<file path="src/hdl/dbsm_pkg.sv">
// ----------------------------------------------------------------------------
// dbsm_pkg
// Shared constants, operation codes and inter-module structs for the disk
// brush importance map.
// ----------------------------------------------------------------------------
package dbsm_pkg;

	localparam int MAX_WIDTH  = 256;
	localparam int MAX_HEIGHT = 256;
	localparam int MAX_RADIUS = 128;
	localparam int MEM_DEPTH  = MAX_WIDTH * MAX_HEIGHT;
	localparam int ADDR_W     = $clog2(MEM_DEPTH);

	localparam logic [8:0] ONE_FX  = 9'd256;
	localparam logic [8:0] HALF_FX = 9'd128;

	localparam logic [2:0] FN_RAISE = 3'd0;
	localparam logic [2:0] FN_LOWER = 3'd1;
	localparam logic [2:0] FN_FILL  = 3'd2;
	localparam logic [2:0] FN_WRITE = 3'd3;
	localparam logic [2:0] FN_READ  = 3'd4;

	localparam logic [1:0] REG_WIDTH  = 2'd0;
	localparam logic [1:0] REG_HEIGHT = 2'd1;
	localparam logic [1:0] REG_RADIUS = 2'd2;

	typedef struct packed {
		logic              re;
		logic [ADDR_W-1:0] raddr;
		logic              we;
		logic [ADDR_W-1:0] waddr;
		logic [8:0]        wdata;
	} mem_req_t;

	typedef struct packed {
		logic       done;
		logic [8:0] quot;
	} div_rsp_t;

endpackage

</file>
<file path="src/hdl/dbsm_div.sv">
// ----------------------------------------------------------------------------
// dbsm_div
// Restoring divider, one quotient bit per cycle: floor(256 * num / den) for
// num <= den, nine steps per division.
// ----------------------------------------------------------------------------
module dbsm_div (
	input  logic                clk,
	input  logic                arst_n,
	input  logic                start,
	input  logic [15:0]         num,
	input  logic [14:0]         den,
	output dbsm_pkg::div_rsp_t  rsp
);

	logic [23:0] rem_q;
	logic [23:0] den_q;
	logic [8:0]  quot_q;
	logic [3:0]  cnt_q;
	logic        busy_q;
	logic        done_q;
	logic [24:0] diff;
	logic        take;

	assign diff = {1'b0, rem_q} - {1'b0, den_q};
	assign take = !diff[24];

	always_ff @(posedge clk or negedge arst_n) begin
		if (!arst_n) begin
			busy_q <= 1'b0;
			done_q <= 1'b0;
			cnt_q  <= '0;
		end else begin
			done_q <= 1'b0;
			if (start) begin
				busy_q <= 1'b1;
				cnt_q  <= 4'd8;
			end else if (busy_q) begin
				if (cnt_q == 4'd0) begin
					busy_q <= 1'b0;
					done_q <= 1'b1;
				end else begin
					cnt_q <= cnt_q - 4'd1;
				end
			end
		end
	end

	always_ff @(posedge clk) begin
		if (start) begin
			rem_q  <= {num, 8'd0};
			den_q  <= {1'b0, den, 8'd0};
			quot_q <= '0;
		end else if (busy_q) begin
			if (take) begin
				rem_q <= diff[23:0];
			end
			den_q  <= {1'b0, den_q[23:1]};
			quot_q <= {quot_q[7:0], take};
		end
	end

	assign rsp.done = done_q;
	assign rsp.quot = quot_q;

endmodule

</file>
<file path="config.mk">
export PLATFORM = sky130hd
export DESIGN_NAME = dbsm_div
export DESIGN_NICKNAME = d
export VERILOG_FILES = /design/src/hdl/dbsm_pkg.sv /design/src/hdl/dbsm_div.sv
export SDC_FILE = /design/constraint.sdc
export NUM_CORES = 1
export LEC_CHECK = 0
export BUFFER_PORTS_ARGS = -buffer_cell sky130_fd_sc_hd__buf_2
export CAP_MARGIN = 0
export CORE_MARGIN = 3
export CORE_UTILIZATION = 42
export CTS_CLUSTER_DIAMETER = 100
export DETAILED_ROUTE_END_ITERATION = 8
export PLACE_DENSITY = 0.74
export SETUP_SLACK_MARGIN = 0.5
export SKIP_LAST_GASP = 1
export SLEW_MARGIN = 15
export SYNTH_ARGS = -nofsm -noshare
export SYNTH_HDL_FRONTEND = slang
export SYNTH_SLANG_ARGS = --single-unit
</file>
<file path="constraint.sdc">
create_clock -name clk -period 2.75 [get_ports clk]
set_clock_uncertainty 0.1 [all_clocks]
set_input_delay 0.4125 -clock clk [delete_from_list [all_inputs] [get_ports clk]]
set_output_delay 0.4125 -clock clk [all_outputs]
set_load 0.05 [all_outputs]
</file>
==> reports/qor.txt, run 1 <==
Antenna diode count -> 0
Total Power -> 6.27 mW
Synth warn -> 0
RSZ-0062 raised after global routing -> yes
P&R area growth vs syn -> 23.0%
Layout Nets -> 554
Cell area after layout -> 4840 µm²
Power Density -> 1300 nW/µm²
WP buf/inv -> 1
Mapped Avg Cell Area -> 9.15 µm²
Area leader, netlist -> edfxtp_1
#FFs+latches synth -> 62
Peak VDD IR -> 594 µV
Bufs on Longest Clock Path -> 2
DP HPWL -> 6.33 mm
Initial antenna violation count -> 0
H-tree levels -> 3
Clk root buf -> clkbuf_8
TritonCTS clock tree -> done
Top cells by area, synth -> edfxtp_1, dfxtp_1, ha_1
Post-DP Area -> 4310 µm²
Core area -> 8890 µm²
Syn Inst Count -> 430
EDFF count, synth -> 31
Clock-pin slew on the worst setup and hold paths -> 80 ps
Max Clk Rate -> 369 MHz
Starting density of the core -> 44.2%
CP top delay family -> simple AND/OR/NAND/NOR gates
DR DRC count -> 0
Number of global-route vias before repair -> 3159
Cells on worst reg2reg path -> 8
Die area -> 10600 µm²
Total global-route track usage -> 18.4%
Most frequent cells in the layout -> nand2_1, buf_2, nor2_1, edfxtp_1, buf_4
Vias -> 3332
Number of cells on the critical path -> 8
Worst Setup End Kind -> flip-flop
Final setup viols -> 0
Post-Synthesis Cell Area -> 3930 µm²
Reg2Reg Setup Slack -> 40 ps
Clock sink total -> 62
CTS Buf Count -> 9
Sequential-to-total area share from yosys stat -> 40.2%
Worst setup path endpoint -> rem_q[18]
Yosys top cell area share -> 23.7%
# port buffers -> 43
Netlist cell types -> 52
Reg2reg end -> rem_q[18]
Clock Latency Late Sink -> 350 ps
DRT antenna net count -> 0
Hold Crit Class -> input pin to flip-flop
Max incr delay on CP -> 500 ps
Max Slew Vio Count -> 0
Largest net degree at the start of global routing -> 37
First-pass GRT wire length -> 15.2 mm
Fin. Hold Viols -> 0
Die width -> 103 µm
Pre-Repair DR Iteration Count -> 5
RR Startpoint -> rem_q[17]
Crit-path slowest cell -> or4b_4
Worst setup SP type -> flip-flop
Crit Path Class -> flip-flop to flip-flop
Leakage Power -> 2.19 nW
Primary FF master, synth -> edfxtp_1
Row count -> 34
IO Count -> 44
Max_cap viols -> 0
Synthesized net count -> 490
Min Tclk post-route -> 2710 ps
Layout cells sized above 1 -> 26.5%
Critical path launch point -> rem_q[17]
Worst path cell trace -> ha_4 > nand4_4 > or2_1 > or4b_4 > a311oi_4 > nor2_4 > buf_4 > o41ai_2
Final WL -> 9.39 mm
Critical Path AT -> 2750 ps
Status -> complete, no violations
Die Ht -> 103 µm
Commonest non-fill, non-tap cell in the layout -> nand2_1
Worst path required time -> 2790 ps
Ys async rst share -> 9.68%
Slew margin rel. -> 60.7%
Iter 0 DRT Violations -> 261
Share of the clock period used by the worst path after layout -> 98.5%
GPL Wtd Cong -> 0.906
Slew @ Worst Pin -> 590 ps
WL/cell -> 15.5 µm
Vias/cell -> 5.49
Max Fanout on Critical Path -> 3
Total gr overflow -> 0
cell families after synthesis:
kind of cell    count (synthesis)  synth area share [%]
buf+inv                        56                  6.17
simple gates                  132                  15.1
xor+xnor                       22                  4.90
compound gates                111                  19.8
mux                            21                  5.35
fa+ha+maj                      26                  8.46
flops                          62                  40.2
layout make-up:
| type | instances | area (µm²) |
|---|---|---|
| Clock buffer | 10 | 149 |
| Timing Repair Buffer | 78 | 533 |
| Inverter | 30 | 113 |
| Sequential cell | 62 | 1580 |
| Fill cell | 793 | 4050 |
| Clock inverter | 6 | 42.5 |
| Multi-Input combinational cell | 313 | 2280 |
| Tap cell | 108 | 135 |
how the worst min path moves through the flow:
stage	cells after the start	startpoint	endpoint	slack [ps]
final	2	den[14]	den_q[22]	240
after floorplan	0	arst_n	busy_q	20
after global routing	2	den[14]	den_q[22]	240
after CTS	2	den[14]	den_q[22]	230
after detailed placement	1	arst_n	cnt_q[3]	150
after global placement	1	arst_n	cnt_q[3]	140
per-layer routing:
layer | vias up | GRT usage (%) | wire length, µm
met5 | - | 0 | 0
met4 | 0 | 7.27 | 160
met3 | 14 | 3.65 | 458
met2 | 112 | 28.7 | 4410
li1 | 1646 | - | -
met1 | 1560 | 25.2 | 4360
cell usage after synthesis (12+ instances only):
cell,instances
edfxtp_1,31
clkbuf_1,15
inv_1,30
dfxtp_1,25
nor2_1,42
a21oi_1,26
o21ai_0,26
a22o_1,12
xnor2_1,14
nand2_1,54
ha_1,25
mux2i_1,21
stage by stage:
stage | setup slack (ps) | setup TNS (ps) | hold WS, ps | utilization, % | std cells
finish | 40.9 | 0 | 243 | 54.4 | 607
global route | -70.6 | -642 | 236 | 54.4 | 607
CTS | -32.3 | -155 | 225 | 53.0 | 601
detailed placement | -126 | -1300 | 150 | 48.4 | 572
global placement | -44.8 | -379 | 142 | 48.4 | 572
floorplan | 166 | 0 | 16.9 | - | 430
timing repair:
| action | CTS | global route |
|---|---|---|
| gates cloned | 2 | 0 |
| pin swaps | 11 | 18 |
| endpoints found under the hold margin | 6 | 0 |
| endpoints found under the setup margin | 41 | 41 |
| setup buffers | 10 | 6 |
| hold buffers | 1 | 0 |
| resized for setup | 19 | 20 |
registers in the layout (all words and copies together) (netlist names):
name	count
busy_q	1
cnt_q	4
den_q	23
done_q	1
quot_q	9
rem_q	24
report_power, final:
part / switching [mW] / total, mW / leakage, nW / internal [mW]
logic: 2.19 / 4.01 / 1.48 / 1.82
registers: 0.154 / 1.49 / 0.611 / 1.33
clock network: 0.390 / 0.774 / 0.0983 / 0.384
total: 2.73 / 6.27 / 2.19 / 3.54
No activity file was read; power rests on OpenSTA's default activity.
==> run 2: changes to the inputs <==
Settings changed: RECOVER_POWER set to 25, REMOVE_ABC_BUFFERS set to 1.
==> reports/qor.txt, run 2 (same netlist as run 1, synthesis figures left out) <==
Status -> complete, but fails checks
Violated checks -> negative setup slack
IO Count -> 44
Peak VDD IR -> 607 µV
Reg power frac -> 23.7%
Die width -> 103 µm
Reg2reg end -> rem_q[23]
GR Util met1 -> 25.8%
Number of global-route vias before repair -> 3227
Leakage Power -> 2.18 nW
DP HPWL -> 6.91 mm
Commonest non-fill, non-tap cell in the layout -> nand2_1
Die area -> 10600 µm²
Comb pwr share -> 64.2%
Layout cells sized above 1 -> 24.2%
Total gr overflow -> 0
Pre-Repair DR Iteration Count -> 4
Starting density of the core -> 44.2%
Clk root buf -> clkbuf_8
First-pass GRT wire length -> 15.6 mm
Worst path cell trace -> ha_4 > nand4_4 > or2_1 > or4b_4 > a311oi_4 > nor2_4 > nor2_4 > buf_6 > a22o_1
M2 GR Usage -> 30.2%
Layout Nets -> 550
Bufs on Longest Clock Path -> 2
Most Crowded Layer GR -> met2
Post-Place Cells -> 578
Min Tclk post-route -> 2750 ps
Slew margin rel. -> 68.5%
Worst Setup End Kind -> flip-flop
WL/cell -> 16.3 µm
P&R area growth vs syn -> 21.6%
Net Switching -> 2.80 mW
Most frequent cells in the layout -> nand2_1, nor2_1, buf_2, edfxtp_1, inv_1
Core area -> 8890 µm²
Max Fanout on Critical Path -> 7
Met3 GRT Util -> 4.60%
Worst setup SP type -> flip-flop
Clock share of power -> 12.2%
Antenna diode count -> 0
Iter 0 DRT Violations -> 143
Hold depth -> 3
RR Startpoint -> rem_q[18]
H-tree levels -> 3
Power Density -> 1320 nW/µm²
Cells on worst reg2reg path -> 9
Vias/cell -> 5.48
Largest Register -> rem_q
Final WL -> 9.84 mm
Sw frac -> 44.5%
Reg2Reg Setup Slack -> -2 ps
Finished Layout Cells -> 603
Final setup viols -> 1
Worst hold slack -> 241 ps
Crit Path Class -> flip-flop to flip-flop
Slew @ Worst Pin -> 473 ps
Most frequent cell on the critical path -> nor2_4
Largest register FFs -> 24
PnR worst setup slack -> -2.12 ps
Hold Crit Class -> input pin to flip-flop
Clock-pin slew on the worst setup and hold paths -> 80 ps
Internal power -> 3.50 mW
Crit-path slowest cell -> or4b_4
Total global-route track usage -> 19.2%
CTS Buf Count -> 9
Clock Latency Late Sink -> 350 ps
Share of the clock period used by the worst path after layout -> 100%
Max_cap viols -> 0
Die Ht -> 103 µm
# port buffers -> 43
Min-Delay Startpoint -> den[3]
Worst path required time -> 2860 ps
Largest net degree at the start of global routing -> 38
RSZ-0062 raised after global routing -> yes
Max incr delay on CP -> 510 ps
Fin. Hold Viols -> 0
Vias -> 3307
Max Clk Rate -> 363 MHz
Critical Path AT -> 2870 ps
TritonCTS clock tree -> done
Row count -> 34
WHS Endpoint -> den_q[11]
GPL Wtd Cong -> 0.928
Clock sink total -> 62
Max Slew Vio Count -> 0
DR DRC count -> 0
DRT antenna net count -> 0
Initial antenna violation count -> 0
Top flop regs -> rem_q (24), den_q (23), quot_q (9)
Fill count -> 809
[run 2: critical path, delay by kind of cell, from the launching register on]
family	cells	cell delay, ps
flip-flops	1	450
AND/OR/NAND/NOR	5	1120
adder cells (fa/ha/maj)	1	320
AO/OA/AOI/OAI	2	480
buffers and inverters	1	150
[run 2: stage by stage]
step,total power [mW],setup WS [ps],area [µm²],utilization (%),TNS (ps)
2_1_floorplan,3.97,-27.4,3800,-,-439
3_3_place_gp,4.87,24.3,4330,48.6,0
3_5_place_dp,4.97,-83.9,4330,48.6,-554
4_1_cts,5.97,46.5,4660,52.4,0
5_1_grt,6.75,-77.1,4780,53.8,-1240
6_report,6.29,-2.12,4780,53.8,-2.12
[run 2: per-layer routing]
| layer | vias to the layer above | wire length (µm) |
|---|---|---|
| li1 | 1628 | - |
| met1 | 1579 | 4530 |
| met2 | 81 | 4680 |
| met3 | 19 | 451 |
| met4 | 0 | 182 |
| met5 | - | 0 |
[run 2: timing repair]
action | 4_1_cts | 5_1_grt
resized for setup | 23 | 17
cloned | 0 | 1
endpoints found under the setup margin | 41 | 41
hold endpoints to repair | 6 | 0
buffers inserted | 4 | 3
hold buffers | 1 | 0
pin swaps | 16 | 12
[run 2: worst max path at each step]
stage / startpoint / end / slack, ps / cells past startpoint
detailed placement: rem_q[0] / rem_q[8] / -80 / 10
floorplan: rem_q[0] / rem_q[10] / -30 / 8
finish: rem_q[18] / rem_q[23] / -2 / 9
CTS: rem_q[0] / rem_q[23] / 50 / 11
global placement: rem_q[0] / rem_q[8] / 20 / 10
global route: rem_q[18] / rem_q[23] / -80 / 9
[run 2: power by group through the flow]
stage	registers (mW)	clock network, mW	logic [mW]
global route	1.52	0.819	4.41
global placement	1.48	0	3.39
detailed placement	1.49	0	3.49
finish	1.49	0.766	4.04
floorplan	1.54	0	2.44
CTS	1.48	0.785	3.70
[run 2: final cells by class]
cell class / count / area [µm²] / share of cell area (%)
clock buffers: 11 / 153 / 3.19
clock inverters: 5 / 30.0 / 0.628
inverters: 30 / 113 / 2.35
multi-input cells: 312 / 2260 / 47.3
flip-flops and latches: 62 / 1580 / 33.1
well taps: 108 / 135 / 2.83
repair buffers: 75 / 508 / 10.6
==> run 3: changes to the inputs <==
Settings changed: SETUP_SLACK_MARGIN 0.5 to unset.
==> reports/qor.txt, run 3 (same netlist as run 1, synthesis figures left out) <==
DRT antenna net count -> 0
Final WL -> 9.76 mm
Slew margin rel. -> 67.5%
Min Tclk post-route -> 2790 ps
WL/cell -> 16.3 µm
H-tree levels -> 3
Total global-route track usage -> 18.8%
Max_cap viols -> 0
Multi-input gate area -> 2230 µm²
PnR worst setup slack -> -36.9 ps
Power Density -> 1300 nW/µm²
Iter 0 DRT Violations -> 158
RR Startpoint -> rem_q[18]
RSZ-0062 raised after global routing -> yes
Fill count -> 813
Clk root buf -> clkbuf_8
Critical Path AT -> 2900 ps
Total Power -> 6.10 mW
Clock sink total -> 62
# port buffers -> 43
Clock Latency Late Sink -> 350 ps
Max Clk Rate -> 359 MHz
Net Switching -> 2.73 mW
Reg power frac -> 24.5%
Die Ht -> 103 µm
DP HPWL -> 6.91 mm
Violated checks -> negative setup slack
Max Slew Vio Count -> 0
Min-Delay Startpoint -> den[3]
Max Fanout on Critical Path -> 7
Final core occ -> 52.8%
WHS Endpoint -> den_q[11]
Fin. Hold Viols -> 0
Max incr delay on CP -> 520 ps
Worst path cell trace -> ha_4 > nand4_4 > or2_1 > or4b_4 > a311oi_4 > nor2_4 > nor2_4 > buf_6 > a22o_1
Vias/cell -> 5.47
IO Count -> 44
Clock-pin slew on the worst setup and hold paths -> 70 ps
Largest net degree at the start of global routing -> 38
Most frequent cell on the critical path -> nor2_4
Reg2Reg Setup Slack -> -40 ps
Row count -> 34
Largest register FFs -> 24
Reg2reg end -> rem_q[23]
Most frequent cells in the layout -> nand2_1, nor2_1, buf_2, edfxtp_1, inv_1
Final setup viols -> 13
Leakage Power -> 2.15 nW
Slew @ Worst Pin -> 487 ps
Hold depth -> 3
Antenna diode count -> 0
Top flop regs -> rem_q (24), den_q (23), quot_q (9)
Layout cells sized above 1 -> 22.8%
Sw frac -> 44.7%
DR DRC count -> 0
Status -> complete, but fails checks
Core area -> 8890 µm²
Crit Path Class -> flip-flop to flip-flop
First-pass GRT wire length -> 15.3 mm
Vias -> 3277
Cells on worst reg2reg path -> 9
P&R area growth vs syn -> 19.3%
Comb pwr share -> 63.1%
GPL Wtd Cong -> 0.928
Bufs on Longest Clock Path -> 2
Pre-Repair DR Iteration Count -> 5
Hold Crit Class -> input pin to flip-flop
Layout Nets -> 546
Commonest non-fill, non-tap cell in the layout -> nand2_1
Die area -> 10600 µm²
Crit-path slowest cell -> or4b_4
Peak VDD IR -> 566 µV
Largest Register -> rem_q
Worst setup SP type -> flip-flop
TritonCTS clock tree -> done
Total gr overflow -> 0
CP top delay family -> simple AND/OR/NAND/NOR gates
Initial antenna violation count -> 0
Die width -> 103 µm
Setup tns final -> -236 ps
CTS Buf Count -> 9
Starting density of the core -> 44.2%
Number of global-route vias before repair -> 3174
WP buf/inv -> 1
Reg area -> 1580 µm²
Worst path required time -> 2870 ps
Worst Setup End Kind -> flip-flop
Clock share of power -> 12.5%
Share of the clock period used by the worst path after layout -> 101%
Internal power -> 3.37 mW
## run 3: cell types whose count changed in the layout (fill, tap and decap cells not counted), sizes merged
cell    previous run  this run
clkbuf            13        12
buf               72        69
## run 3: final cells by class
type	instances	area share [%]
multi-input combinational	312	47.5
inverter	30	2.40
timing repair buffer	71	9.57
clock inverter	5	0.640
tap	108	2.88
clock buffer	11	3.25
sequential	62	33.7
## run 3: worst max-delay path by stage
stage	endpoint	slack, ps	start	cells past startpoint
final	rem_q[23]	-40	rem_q[18]	9
after global routing	rem_q[23]	-130	rem_q[18]	9
after CTS	rem_q[23]	10	den_q[20]	10
after detailed placement	rem_q[8]	-80	rem_q[0]	10
after global placement	rem_q[8]	20	rem_q[0]	10
after floorplan	rem_q[10]	-30	rem_q[0]	8
## run 3: power groups by stage
stage | Sequential [mW] | Combinational [mW] | Clock (mW)
2_1_floorplan | 1.54 | 2.44 | 0
3_3_place_gp | 1.48 | 3.39 | 0
3_5_place_dp | 1.49 | 3.49 | 0
4_1_cts | 1.47 | 3.56 | 0.785
5_1_grt | 1.52 | 4.20 | 0.821
6_report | 1.49 | 3.85 | 0.762
## run 3: worst register-to-register path, delay by kind of cell (launching register included)
kind / cells / cell delay (ps)
AO/OA/AOI/OAI: 2 / 480
AND/OR/NAND/NOR: 5 / 1150
flip-flops: 1 / 450
adder cells (fa/ha/maj): 1 / 320
buffers and inverters: 1 / 150
## run 3: timing repair
| item | in CTS | in global routing |
|---|---|---|
| setup buffers | 1 | 3 |
| endpoints found under the hold margin | 6 | 0 |
| hold buffers | 1 | 0 |
| pin swaps | 2 | 11 |
| endpoints found under the setup margin | 39 | 40 |
| resized for setup | 7 | 25 |
## run 3: through the flow
stage / area [µm²] / hold WS (ps) / std cells / setup slack, ps
after floorplan: 3800 / 16.9 / 404 / -27.4
after detailed placement: 4330 / 148 / 578 / -83.9
after global routing: 4690 / 240 / 599 / -129
after CTS: 4550 / 225 / 596 / 14.0
after global placement: 4330 / 142 / 578 / 24.3
final: 4690 / 241 / 599 / -36.9
## run 3: routing by layer
metal  wire length [µm]  vias up  share of wire [%]  track usage, %
met5                  0        -                  0               0
met4                128        0                1.3            6.18
met3                511       15                5.2            4.13
met2               4580       89                 47            29.5
met1               4540     1554                 46            25.7
li1                   -     1619                  -               -
